===== config.mk =====
export PLATFORM = sky130hd
export DESIGN_NAME = dmdf_fifo
export DESIGN_NICKNAME = d
export VERILOG_FILES = /design/src/rtl/dmdf_fifo.sv
export SDC_FILE = /design/constraint.sdc
export NUM_CORES = 1
export LEC_CHECK = 0
export BUFFER_PORTS_ARGS = -buffer_cell sky130_fd_sc_hd__buf_2
export CORE_MARGIN = 2
export CORE_UTILIZATION = 33
export CTS_CLUSTER_DIAMETER = 120
export DETAILED_ROUTE_END_ITERATION = 10
export HOLD_SLACK_MARGIN = 0.12
export PLACE_DENSITY = 0.55
export SETUP_SLACK_MARGIN = 0.05
export SLEW_MARGIN = 10
export SYNTH_ARGS = -nofsm -noshare
export SYNTH_HDL_FRONTEND = slang
export SYNTH_SLANG_ARGS = --single-unit

===== constraint.sdc =====
create_clock -name clk -period 3 [get_ports clk]
set_input_delay 0 -clock clk [delete_from_list [all_inputs] [get_ports clk]]
set_output_delay 0 -clock clk [all_outputs]
set_load 0.005 [all_outputs]

===== src/rtl/dmdf_fifo.sv =====
// Small register queue used between the front, the back and the result ports.
module dmdf_fifo #(
    parameter type         T          = logic,
    parameter int unsigned DEPTH_LOG2 = 2
) (
    input  logic                clk,
    input  logic                rst_n,
    input  logic                push,
    input  T                    din,
    output logic                full,
    input  logic                pop,
    output T                    dout,
    output logic                empty,
    output logic [DEPTH_LOG2:0] count
);

    localparam int unsigned DEPTH = 1 << DEPTH_LOG2;

    T                      slots_reg [DEPTH];
    logic [DEPTH_LOG2-1:0] wr_ptr_reg, wr_ptr_next;
    logic [DEPTH_LOG2-1:0] rd_ptr_reg, rd_ptr_next;
    logic [DEPTH_LOG2:0]   count_reg, count_next;
    logic                  do_push, do_pop;

    assign full    = count_reg == (DEPTH_LOG2 + 1)'(DEPTH);
    assign empty   = count_reg == '0;
    assign count   = count_reg;
    assign dout    = slots_reg[rd_ptr_reg];
    assign do_push = push && !full;
    assign do_pop  = pop && !empty;

    always_comb
    begin
        wr_ptr_next = do_push ? wr_ptr_reg + 1'b1 : wr_ptr_reg;
        rd_ptr_next = do_pop ? rd_ptr_reg + 1'b1 : rd_ptr_reg;
        count_next  = count_reg + (DEPTH_LOG2 + 1)'(do_push) - (DEPTH_LOG2 + 1)'(do_pop);
    end

    always_ff @(posedge clk or negedge rst_n)
    begin
        if (!rst_n)
        begin
            wr_ptr_reg <= '0;
            rd_ptr_reg <= '0;
            count_reg  <= '0;
        end
        else
        begin
            wr_ptr_reg <= wr_ptr_next;
            rd_ptr_reg <= rd_ptr_next;
            count_reg  <= count_next;
        end
    end

    always_ff @(posedge clk)
    begin
        if (do_push)
        begin
            slots_reg[wr_ptr_reg] <= din;
        end
    end

endmodule


### Word-level counts from Yosys, hierarchy flattened

Memory sizes are Yosys's and may differ from the RTL's.
Cells that the tools add are included.

| storage, ports and cells | value |
|---|---|
| register bits | 7 |
| bits in writable memories | 4 |
| bits of input ports | 5 |
| output and inout port bits | 6 |
| word-level logic and storage cells | 16 |
| memories | 1 |

| operators by class | value |
|---|---|
| $add $sub $neg | 4 |
| equal/unequal tests | 1 |
| mux-type cells | 2 |
| reduce and logical (&&, ||, !) cells | 5 |

Memory list:

| memory | words | width | rd ports | clocked after Yosys merged registers in | write ports | RTL line | RTL |
|---|---|---|---|---|---|---|---|
| slots_reg | 4 | 1 | 1 | 0 | 1 | 19 | `T slots_reg [DEPTH];` |

Operators with widths:

| kind | number |
|---|---|
| $add 2x1->2 const B | 2 |
| $add 3x1->3 | 1 |
| $eq 3x3->1 const B | 1 |
| $logic_not 3->1 | 1 |
| $sub 3x1->3 | 1 |
| $logic_and 1x1->1 | 2 |
| $logic_not 1->1 | 2 |
| $mux 1 | 2 |

### Logic depth before layout (Yosys ltp)

Gate-level depths: netlist of run 1.

| logic depth | value |
|---|---|
| word-level depth | 5 |
| gate-level depth with buffers | 9 |
| depth with buffers taken out | 9 |

### Least setup slack after synthesis of run 1

Ideal clock, no wire load.

| timing | value |
|---|---|
| path type | register to register |
| from | register count_reg[1] (netlist: count[1]) |
| to | register count_reg[2] (netlist: count[2]) |
| data arrival time | 2,015 ps |
| slack | 856 ps |
| stages on the path, launching flop included | 10 |
| path through | dfrtp_1 o31ai_1 inv_1 ha_1 inv_1 ha_1 inv_1 fa_1 xnor2_1 xnor2_1 |

RTL lines:

| item | RTL line | RTL |
|---|---|---|
| start, declared | 22 | `logic [DEPTH_LOG2:0] count_reg, count_next;` |
| start signal, assigned | 51 | `count_reg <= count_next;` |
| $logic_not 3->1 | 26 | `assign empty = count_reg == '0;` |
| $logic_not 1->1 | 30 | `assign do_pop = pop && !empty;` |
| $logic_and 1x1->1 | 30 |  |
| net do_pop | 23 | `logic do_push, do_pop;` |
| $sub 3x1->3 | 36 | `count_next = count_reg + (DEPTH_LOG2 + 1)'(do_push) - (DEPTH_LOG2 + 1)'(do_pop);` |
| net count_next[2] | 22 |  |

The timed path passes the listed nets, and every way through them passes these cells.
A chain may end at the register's enable or synchronous reset.

### Final worst setup path of run 1

Ends and elaborated chain as after synthesis.

==> results of run 1 <==
-- kinds of logic (layout without fill, tap and decap cells) --
| group | Yosys count | in the layout | share of synthesized area |
|---|---|---|---|
| AND/OR/NAND/NOR | 13 | 13 | 0.180 |
| buffers and inverters | 6 | 25 | 0.0368 |
| AO/OA/AOI/OAI | 4 | 4 | 0.0511 |
| flip-flops | 11 | 11 | 0.483 |
| multiplexers | 1 | 1 | 0.0368 |
| XOR/XNOR | 4 | 4 | 0.0573 |
| adder cells (fa/ha/maj) | 7 | 7 | 0.155 |
-- cell usage in the layout, fill, tap and decap left out, types with 2 or more instances in the layout --
cell type	count
and3b_1	4
nand4bb_1	2
nand2b_1	4
clkbuf_4	3
o211ai_1	2
inv_1	6
edfxtp_1	4
buf_2	10
ha_1	6
xnor2_1	4
dfrtp_1	7
dlygate4sd3_1	5
-- how the worst max path moves through the flow --
stage / slack (ns) / end
3_5_place_dp: 0.72 / count[2]
4_1_cts: 0.71 / count[2]
2_1_floorplan: 0.86 / count[2]
6_report: 0.72 / count[2]
5_1_grt: 0.51 / count[2]
3_3_place_gp: 0.74 / count[2]
-- per-stage QoR --
step | std cells | util | hold WS [ns] | setup slack (ns)
CTS | 90 | 0.446 | 0.479 | 0.707
global route | 90 | 0.446 | 0.488 | 0.515
finish | 90 | 0.446 | 0.490 | 0.724
floorplan | 46 | - | -0.296 | 0.856
detailed placement | 81 | 0.401 | -0.158 | 0.721
global placement | 81 | 0.401 | -0.150 | 0.741
-- area by class of cell --
| cell class | count | area (sq um) | share of cell area |
|---|---|---|---|
| sequential | 11 | 295 | 0.384 |
| inverter | 6 | 22.5 | 0.0293 |
| timing repair buffer | 15 | 100 | 0.130 |
| clock buffer | 4 | 26.3 | 0.0341 |
| tap | 25 | 31.3 | 0.0407 |
| multi-input combinational | 29 | 294 | 0.382 |
-- critical path: stages (launching register included) --
cell,delay [ns]
dfrtp_1,0.51
o31ai_1,0.41
inv_1,0.09
ha_1,0.27
inv_1,0.05
ha_1,0.12
inv_1,0.05
fa_1,0.37
xnor2_1,0.14
xnor2_1,0.13
-- what timing repair did --
action                                 4_1_cts  5_1_grt
endpoints found under the hold margin       15        0
gates resized for setup                      0        0
hold buffers                                 5        0
-- power by group through the flow --
| stage | registers [mW] | logic, mW | clock network, mW |
|---|---|---|---|
| after detailed placement | 0.318 | 0.283 | 0 |
| after floorplan | 0.299 | 0.206 | 0 |
| after global routing | 0.330 | 0.334 | 0.111 |
| final | 0.314 | 0.282 | 0.0964 |
| after global placement | 0.315 | 0.276 | 0 |
| after CTS | 0.314 | 0.289 | 0.102 |
-- layer usage --
metal	global-route usage	wire [microns]	up-vias	part of all wire
met5	0	0	-	0
met4	0.100	12	0	0.012
met3	0.0231	17	2	0.018
met2	0.186	485	5	0.50
met1	0.128	451	197	0.47
li1	-	-	198	-
==> results by group, run 1 <==
Drt
  • Starting DRT DRC Count: 5
  • Pre-Repair DR Iteration Count: 2
  • Vias: 402
  • Drt drc: 0
  • WL final: 967 microns
  • WL/cell: 10.7 microns
  • Detailed-route vias per instance: 4.47
  • Final ANT Viol Nets: 0

Pwr
  • Switch Pwr: 251 uW
  • Internal power: 441 uW
  • Total Power: 692 uW
  • Logic pwr share: 0.407
  • Clk network pwr share: 0.139
  • Sw frac: 0.363
  • Power per cell area: 900 nW/um^2
  • Seq pwr share: 0.454
  • VDD IR max: 0.000246 V
  • Leakage Power: 0.348 nW

CTS
  • Clock tree sinks: 11
  • Total CTS buffers: 3
  • CTS root buf: clkbuf_4
  • Clock latency on the worst-skew pair: 0.26 ns
  • Clock transition at path regs: 0.06 ns
  • TritonCTS clock tree: done
  • H-tree Lvls: 1
  • Max Buffers Root-to-Sink: 2
  • Setup bufs post-CTS: 0

Yosys
  • Yosys cell types: 16
  • Synth top area share: 0.286
  • Sequential area share after synthesis: 0.483
  • Fraction of registers with async set/reset: 0.636
  • Post-Syn Nets: 58
  • Synthesized area: 612 sq um
  • FF+latch count, synth: 11
  • Synth area leader: dfrtp_1
  • Cell count after synthesis: 46
  • Dominant cells by area after synthesis: dfrtp_1 29%, edfxtp_1 20%, ha_1 12%
  • Avg Inst Size Synth: 13.3 sq um
  • Post-synth EDFFs: 4
  • Top-count cell post-synth: dfrtp_1
  • Yosys warning total: 0
  • List of most frequent post-synthesis cells: 7 x dfrtp_1, 6 x ha_1, 6 x inv_1
  • Post-synth top flop: dfrtp_1

Finish
  • # diodes: 0
  • Area grow syn2layout: 25.8%
  • FILL cells: 175
  • Finished Cell Area: 769 sq um
  • Max reg flops: 4
  • Share of cells above drive strength 1: 0.231
  • Layout net count: 78

Global routing
  • Largest net degree at the start of global routing: 10
  • Gr ovfl total: 0
  • First-pass GRT wire length: 1700 microns
  • Total GRT Usage: 0.115
  • Initial antenna violation count: 0
  • Vias in the first global route: 412

Worst setup path
  • Setup crit start kind: flip-flop
  • Worst reg2reg endpoint: count[2]
  • Arrival @ worst endpoint: 2.41 ns
  • Reg2Reg Depth: 9
  • Internal reg-to-reg setup slack: 0.72 ns
  • Crit Path Class: reg2reg
  • CP Capture Type: flip-flop
  • Worst Setup SP: count[1]
  • RR Startpoint: count[1]
  • Req. time, crit path: 3.14 ns
  • CP Max Fanout: 9

Floorplanning
  • Initial core utilization: 0.354
  • Core ar.: 1730 sq um
  • Row cnt: 15
  • Die area: 2210 sq um
  • Die H: 47.1 microns
  • Die width: 47.1 microns
  • # IOs: 11

STA
  • Post-layout minimum cycle time: 2.28 ns
  • Setup violators final: 0
  • Max transition margin: 0.758
  • Worst Skew: 0.00317 ns
  • Endpoints failing hold: 0
  • RSZ-0062 raised after global routing: no
  • Tightest Pin Transition: 0.360 ns
  • Fmax: 439 MHz
  • Final TNS setup: 0 ns
  • Max Slew Vio Count: 0
  • Post-route clock period utilization: 0.759

Job
  • Max Cap Violations: 0

Worst hold path
  • HP Start: rd_ptr_reg[1]
  • Hold Crit Class: reg2reg
  • Worst Hold Path Cells: 1
  • Min-Delay Endpoint: rd_ptr_reg[1]

Place
  • GPL Wtd Cong: 0.694
  • Cell Area, Placed: 693 sq um
  • Port bufs: 10
  • Detailed Place HPWL: 694 microns

Run status
  • Status: finished, final reports clean
(Power assumes the default switching activity.)
==> inputs of run 2 (changes only) <==
==> constraint.sdc (replaced) <==
create_clock -name clk -period 2.1 [get_ports clk]
set_input_delay 0 -clock clk [delete_from_list [all_inputs] [get_ports clk]]
set_output_delay 0 -clock clk [all_outputs]
set_load 0.005 [all_outputs]
==> results by group, run 2 (synthesized netlist as in run 1, its figures left out) <==
Run status
  • Status: finished, final reports clean (unchanged)

Finish
  • # diodes: 0 (unchanged)
  • Commonest non-fill, non-tap cells in the layout: 10 x buf_2, 9 x buf_4, 6 x inv_1, 6 x ha_1, 5 x dlygate4sd3_1 (was 10 x buf_2, 7 x dfrtp_1, 6 x inv_1, 6 x ha_1, 5 x dlygate4sd3_1)
  • Area grow syn2layout: 41.3% (was 25.8%)
  • Finished Cell Area: 865 sq um (was 769 sq um)
  • Share of cells above drive strength 1: 0.405 (was 0.231)
  • Commonest non-fill, non-tap cell in the layout: buf_2 (unchanged)
  • Max reg flops: 4 (unchanged)
  • Layout net count: 87 (was 78)
  • Core Util, Final: 0.501 (was 0.446)
  • Non-Filler Instances: 99 (was 90)

Pwr
  • Power per cell area: 1390 nW/um^2 (was 900 nW/um^2)
  • Total Power: 1.20 mW (was 692 uW)
  • VDD IR max: 0.000565 V (was 0.000246 V)
  • Leakage Power: 0.396 nW (was 0.348 nW)

CTS
  • Max Buffers Root-to-Sink: 2 (unchanged)
  • Clock latency on the worst-skew pair: 0.26 ns (about the same)
  • Total CTS buffers: 3 (unchanged)
  • CTS root buf: clkbuf_4 (unchanged)
  • Clock tree sinks: 11 (unchanged)
  • TritonCTS clock tree: done (unchanged)
  • H-tree Lvls: 1 (unchanged)
  • Clock transition at path regs: 0.07 ns (was 0.06 ns)

Worst hold path
  • Hold Crit Class: in2reg (was reg2reg)
  • HP Start: din (was rd_ptr_reg[1])
  • Worst Hold Path Cells: 2 (was 1)
  • Min-Delay Endpoint: slots_reg[0] (was rd_ptr_reg[1])

STA
  • Max Slew Vio Count: 0 (unchanged)
  • Tightest Pin Transition: 0.343 ns (was 0.360 ns)
  • Max transition margin: 0.771 (was 0.758)
  • Post-layout minimum cycle time: 2.03 ns (was 2.28 ns)
  • Fmax: 493 MHz (was 439 MHz)
  • Endpoints failing hold: 0 (unchanged)
  • RSZ-0062 raised after global routing: yes (was no)
  • Post-route clock period utilization: 0.965 (was 0.759)
  • Setup violators final: 0 (unchanged)
  • Final TNS setup: 0 ns (unchanged)
  • Worst Skew: 0.000339 ns (was 0.00317 ns)

Floorplanning
  • # IOs: 11 (unchanged)
  • Die H: 47.1 microns (unchanged)
  • Core ar.: 1730 sq um (unchanged)
  • Die width: 47.1 microns (unchanged)
  • Row cnt: 15 (unchanged)
  • Die area: 2210 sq um (unchanged)
  • Initial core utilization: 0.354 (unchanged)

Drt
  • WL final: 1190 microns (was 967 microns)
  • Pre-Repair DR Iteration Count: 2 (unchanged)
  • Vias: 434 (was 402)
  • Starting DRT DRC Count: 2 (was 5)
  • Detailed-route vias per instance: 4.38 (was 4.47)
  • Final ANT Viol Nets: 0 (unchanged)
  • Drt drc: 0 (unchanged)
  • WL/cell: 12.1 microns (was 10.7 microns)

Worst setup path
  • CP top delay family: adder cells (unchanged)
  • Internal reg-to-reg setup slack: 0.07 ns (was 0.72 ns)
  • Setup crit start kind: flip-flop (unchanged)
  • CP Max Fanout: 4 (was 9)
  • CP max-delay cell: dfrtp_2 (was dfrtp_1)
  • Crit Path Class: reg2reg (unchanged)
  • Crit-path cells: nor3b_4 > nand2b_1 > ha_1 > inv_1 > ha_1 > inv_1 > fa_2 > xnor2_2 > xnor2_1 (was o31ai_1 > inv_1 > ha_1 > inv_1 > ha_1 > inv_1 > fa_1 > xnor2_1 > xnor2_1)
  • Req. time, crit path: 2.25 ns (was 3.14 ns)
  • RR Startpoint: count[2] (was count[1])
  • Worst path max stage delay: 0.44 ns (was 0.51 ns)
  • CP Capture Type: flip-flop (unchanged)
  • Worst reg2reg endpoint: count[2] (unchanged)
  • Crit path buf inv count: 2 (was 3)
  • Arrival @ worst endpoint: 2.18 ns (was 2.41 ns)
  • Reg2Reg Depth: 9 (unchanged)

Global routing
  • Initial antenna violation count: 0 (unchanged)
  • Total GRT Usage: 0.139 (was 0.115)
  • Vias in the first global route: 478 (was 412)
  • Largest net degree at the start of global routing: 10 (unchanged)
  • First-pass GRT wire length: 2040 microns (was 1700 microns)
  • Gr ovfl total: 0 (unchanged)

Place
  • GPL Wtd Cong: 0.705 (was 0.694)
  • Placed cell count: 85 (was 81)
  • Port bufs: 10 (unchanged)
  • Cell Area, Placed: 734 sq um (was 693 sq um)
  • Detailed Place HPWL: 832 microns (was 694 microns)

Job
  • Max Cap Violations: 0 (unchanged)
==> run 2: worst reg2reg max path, stage by stage, from the launching register on <==
cell	delay [ns]
dfrtp_2	0.44
nor3b_4	0.16
nand2b_1	0.15
ha_1	0.29
inv_1	0.05
ha_1	0.13
inv_1	0.05
fa_2	0.36
xnor2_2	0.15
xnor2_1	0.13
==> run 2: layer usage <==
layer	GRT usage	share of wire	vias to the layer above
met3	0.0346	0.020	2
met5	0	0	-
li1	-	-	218
met1	0.157	0.46	210
met2	0.236	0.51	4
met4	0.0833	0.0084	0
==> run 2: per-stage QoR <==
step                hold WS (ns)  setup WS, ns
global route               0.480       -0.0510
global placement          -0.156        0.0904
finish                     0.484        0.0734
floorplan                 -0.296        0.0631
CTS                        0.473        0.0578
detailed placement        -0.152        0.0381
==> run 2: where the power goes <==
part           switching, mW  leakage (nW)  internal [mW]  total, mW
combinational          0.251         0.265          0.369      0.620
clock                 0.0710        0.0150         0.0735      0.144
sequential             0.116         0.116          0.322      0.438
total                  0.438         0.396          0.764       1.20
==> run 2: worst max path at each step <==
stage	end	slack (ns)	start	depth (start not counted)
final	count[2]	0.07	count[2]	9
after global routing	count[2]	-0.05	count[0]	9
after CTS	count[2]	0.06	count[2]	9
after detailed placement	count[2]	0.04	count[2]	9
after global placement	count[2]	0.09	count[1]	9
after floorplan	count[2]	0.06	count[1]	9
==> run 2: layout make-up <==
cell class,count,area [sq um]
well taps,25,31.3
fillers,165,862
repair buffers,24,168
clock buffers,4,26.3
flip-flops and latches,11,299
multi-input cells,29,318
inverters,6,22.5
==> run 2: repair_timing <==
action	4_1_cts	5_1_grt
pin swaps	0	3
buffers inserted	4	1
setup endpoints to repair	1	1
gates resized for setup	2	0
hold buffers	5	0
hold endpoints to repair	15	0
==> inputs of run 3 (changes only) <==
--- a/config.mk
+++ b/config.mk
@@ -6,12 +6,15 @@
 export NUM_CORES = 1
 export LEC_CHECK = 0
 export BUFFER_PORTS_ARGS = -buffer_cell sky130_fd_sc_hd__buf_2
+export CELL_PAD_IN_SITES_DETAIL_PLACEMENT = 0
+export CELL_PAD_IN_SITES_GLOBAL_PLACEMENT = 1
 export CORE_MARGIN = 2
 export CORE_UTILIZATION = 33
 export CTS_CLUSTER_DIAMETER = 120
 export DETAILED_ROUTE_END_ITERATION = 10
 export HOLD_SLACK_MARGIN = 0.12
-export PLACE_DENSITY = 0.55
+export PLACE_DENSITY = 0.64
+export REMOVE_ABC_BUFFERS = 1
 export SETUP_SLACK_MARGIN = 0.05
 export SLEW_MARGIN = 10
 export SYNTH_ARGS = -nofsm -noshare
==> results by group, run 3 (synthesized netlist as in run 1, its figures left out) <==
Run status
  • Status: finished, final reports clean (unchanged)

STA
  • Post-layout minimum cycle time: 2.00 ns (was 2.03 ns)
  • Post-route clock period utilization: 0.952 (was 0.965)
  • Endpoints failing hold: 0 (unchanged)
  • Setup violators final: 0 (unchanged)
  • WHS: 0.489 ns (was 0.484 ns)
  • RSZ-0062 raised after global routing: yes (unchanged)
  • Max Slew Vio Count: 0 (unchanged)
  • Tightest Pin Transition: 0.375 ns (was 0.343 ns)
  • Slack of the critical path: 0.100 ns (was 0.0734 ns)
  • Fmax: 500 MHz (was 493 MHz)
  • Max transition margin: 0.749 (was 0.771)
  • Worst Skew: 0.00110 ns (was 0.000339 ns)

Worst setup path
  • Req. time, crit path: 2.29 ns (was 2.25 ns)
  • CP max-delay cell: dfrtp_2 (unchanged)
  • Setup crit start kind: flip-flop (unchanged)
  • Arrival @ worst endpoint: 2.19 ns (was 2.18 ns)
  • Crit Path Class: reg2reg (unchanged)
  • CP Max Fanout: 4 (unchanged)
  • CP Capture Type: flip-flop (unchanged)
  • Worst path max stage delay: 0.44 ns (about the same)
  • Most frequent CP cell: inv_1
  • Crit-path cells: o31ai_4 > inv_1 > ha_1 > inv_1 > ha_1 > inv_1 > fa_2 > xnor2_1 > xnor2_1 (was nor3b_4 > nand2b_1 > ha_1 > inv_1 > ha_1 > inv_1 > fa_2 > xnor2_2 > xnor2_1)

Pwr
  • Clk network pwr share: 0.131 (was 0.120)
  • VDD IR max: 0.000418 V (was 0.000565 V)
  • Seq pwr share: 0.388 (was 0.364)
  • Power per cell area: 1330 nW/um^2 (was 1390 nW/um^2)
  • Logic pwr share: 0.481 (was 0.516)
  • Switch Pwr: 402 uW (was 438 uW)
  • Leakage Power: 0.381 nW (was 0.396 nW)
  • Sw frac: 0.359 (was 0.364)
  • Internal power: 716 uW (was 764 uW)
  • Total Power: 1.12 mW (was 1.20 mW)

Finish
  • Max reg flops: 4 (unchanged)
  • Share of cells above drive strength 1: 0.375 (was 0.405)
  • Commonest non-fill, non-tap cells in the layout: 10 x buf_2, 7 x buf_4, 6 x inv_1, 6 x ha_1, 5 x dlygate4sd3_1 (was 10 x buf_2, 9 x buf_4, 6 x inv_1, 6 x ha_1, 5 x dlygate4sd3_1)
  • Commonest non-fill, non-tap cell in the layout: buf_2 (unchanged)
  • # diodes: 0 (unchanged)
  • Non-Filler Instances: 97 (was 99)
  • Layout net count: 85 (was 87)
  • Finished Cell Area: 842 sq um (was 865 sq um)
  • Area grow syn2layout: 37.6% (was 41.3%)

Floorplanning
  • # IOs: 11 (unchanged)
  • Die area: 2210 sq um (unchanged)
  • Core ar.: 1730 sq um (unchanged)
  • Row cnt: 15 (unchanged)
  • Die H: 47.1 microns (unchanged)
  • Initial core utilization: 0.354 (unchanged)
  • Die width: 47.1 microns (unchanged)

Drt
  • Drt drc: 0 (unchanged)
  • WL final: 1130 microns (was 1190 microns)
  • WL/cell: 11.6 microns (was 12.1 microns)
  • Starting DRT DRC Count: 1 (was 2)
  • Final ANT Viol Nets: 0 (unchanged)
  • Detailed-route vias per instance: 4.35 (was 4.38)
  • Pre-Repair DR Iteration Count: 2 (unchanged)
  • Vias: 422 (was 434)

Worst hold path
  • Hold Crit Class: in2reg (unchanged)

CTS
  • H-tree Lvls: 1 (unchanged)
  • Clock transition at path regs: 0.07 ns (about the same)
  • CTS root buf: clkbuf_4 (unchanged)
  • Total CTS buffers: 3 (unchanged)
  • Clock latency on the worst-skew pair: 0.26 ns (about the same)
  • Clock tree sinks: 11 (unchanged)
  • TritonCTS clock tree: done (unchanged)
  • Max Buffers Root-to-Sink: 2 (unchanged)

Job
  • Max Cap Violations: 0 (unchanged)

Global routing
  • Largest net degree at the start of global routing: 10 (unchanged)
  • First-pass GRT wire length: 1860 microns (was 2040 microns)
  • Initial antenna violation count: 0 (unchanged)
  • Gr ovfl total: 0 (unchanged)
  • Total GRT Usage: 0.130 (was 0.139)
  • Vias in the first global route: 407 (was 478)

Place
  • Worst slack, placed: -0.0206 ns (was 0.0381 ns)
  • Placed cell count: 87 (was 85)
  • Port bufs: 10 (unchanged)
  • Detailed Place HPWL: 798 microns (was 832 microns)
  • GPL Wtd Cong: 0.709 (was 0.705)
  • Cell Area, Placed: 738 sq um (was 734 sq um)
## run 3: changes by cell type in the layout (fill, tap and decap cells not counted), sizes merged
cell / change
buf: -2
## run 3: routing by layer
metal,share of wire,vias to the layer above,GRT usage
met1,0.47,199,0.167
met5,0,-,0
met3,0.019,2,0.0231
met2,0.48,5,0.184
met4,0.029,0,0.117
li1,-,216,-
## run 3: final cells by class
cell class,count,area (sq um)
multi-input combinational,29,310
inverter,6,22.5
fill,180,885
timing repair buffer,22,153
tap,25,31.3
sequential,11,299
clock buffer,4,26.3
## run 3: metrics by stage
step                 util  setup TNS, ns
floorplan               -        -0.0435
global placement    0.428              0
detailed placement  0.428        -0.0206
CTS                 0.480              0
global route        0.488        -0.0365
finish              0.488              0
## run 3: power by group through the flow
stage	clock network (mW)	logic, mW	registers (mW)
4_1_cts	0.151	0.536	0.433
5_1_grt	0.157	0.624	0.451
2_1_floorplan	0	0.294	0.427
3_3_place_gp	0	0.511	0.416
6_report	0.146	0.538	0.434
3_5_place_dp	0	0.518	0.418
## run 3: worst paths after layout
check,slack (ns),end,start,cells after the start
setup / recovery,0.10,count[2],count[2],9
hold / removal,0.49,slots_reg[0],din,2
setup reg to reg,0.10,count[2],count[2],9
hold reg to reg,0.49,rd_ptr_reg[1],rd_ptr_reg[1],1
max in group asynchronous,1.11,count[0],rst_n,3
min in group asynchronous,0.70,rd_ptr_reg[0],rst_n,3
## run 3: timing repair
item / 4_1_cts / 5_1_grt
pin swaps: 0 / 3
gates resized for setup: 3 / 3
endpoints found under the hold margin: 15 / 0
setup endpoints to repair: 1 / 1
buffers inserted: 0 / 1
hold buffers: 5 / 0
gates cloned: 0 / 0
## run 3: worst max-delay path: cells and delay by family, from the launching register on
family | cells | cell delay, ns
AOI/OAI and AO/OA | 1 | 0.27
adders and majority gates | 3 | 0.72
xor gates and xnor gates | 2 | 0.32
DFF | 1 | 0.44
buffers and inverters | 3 | 0.18
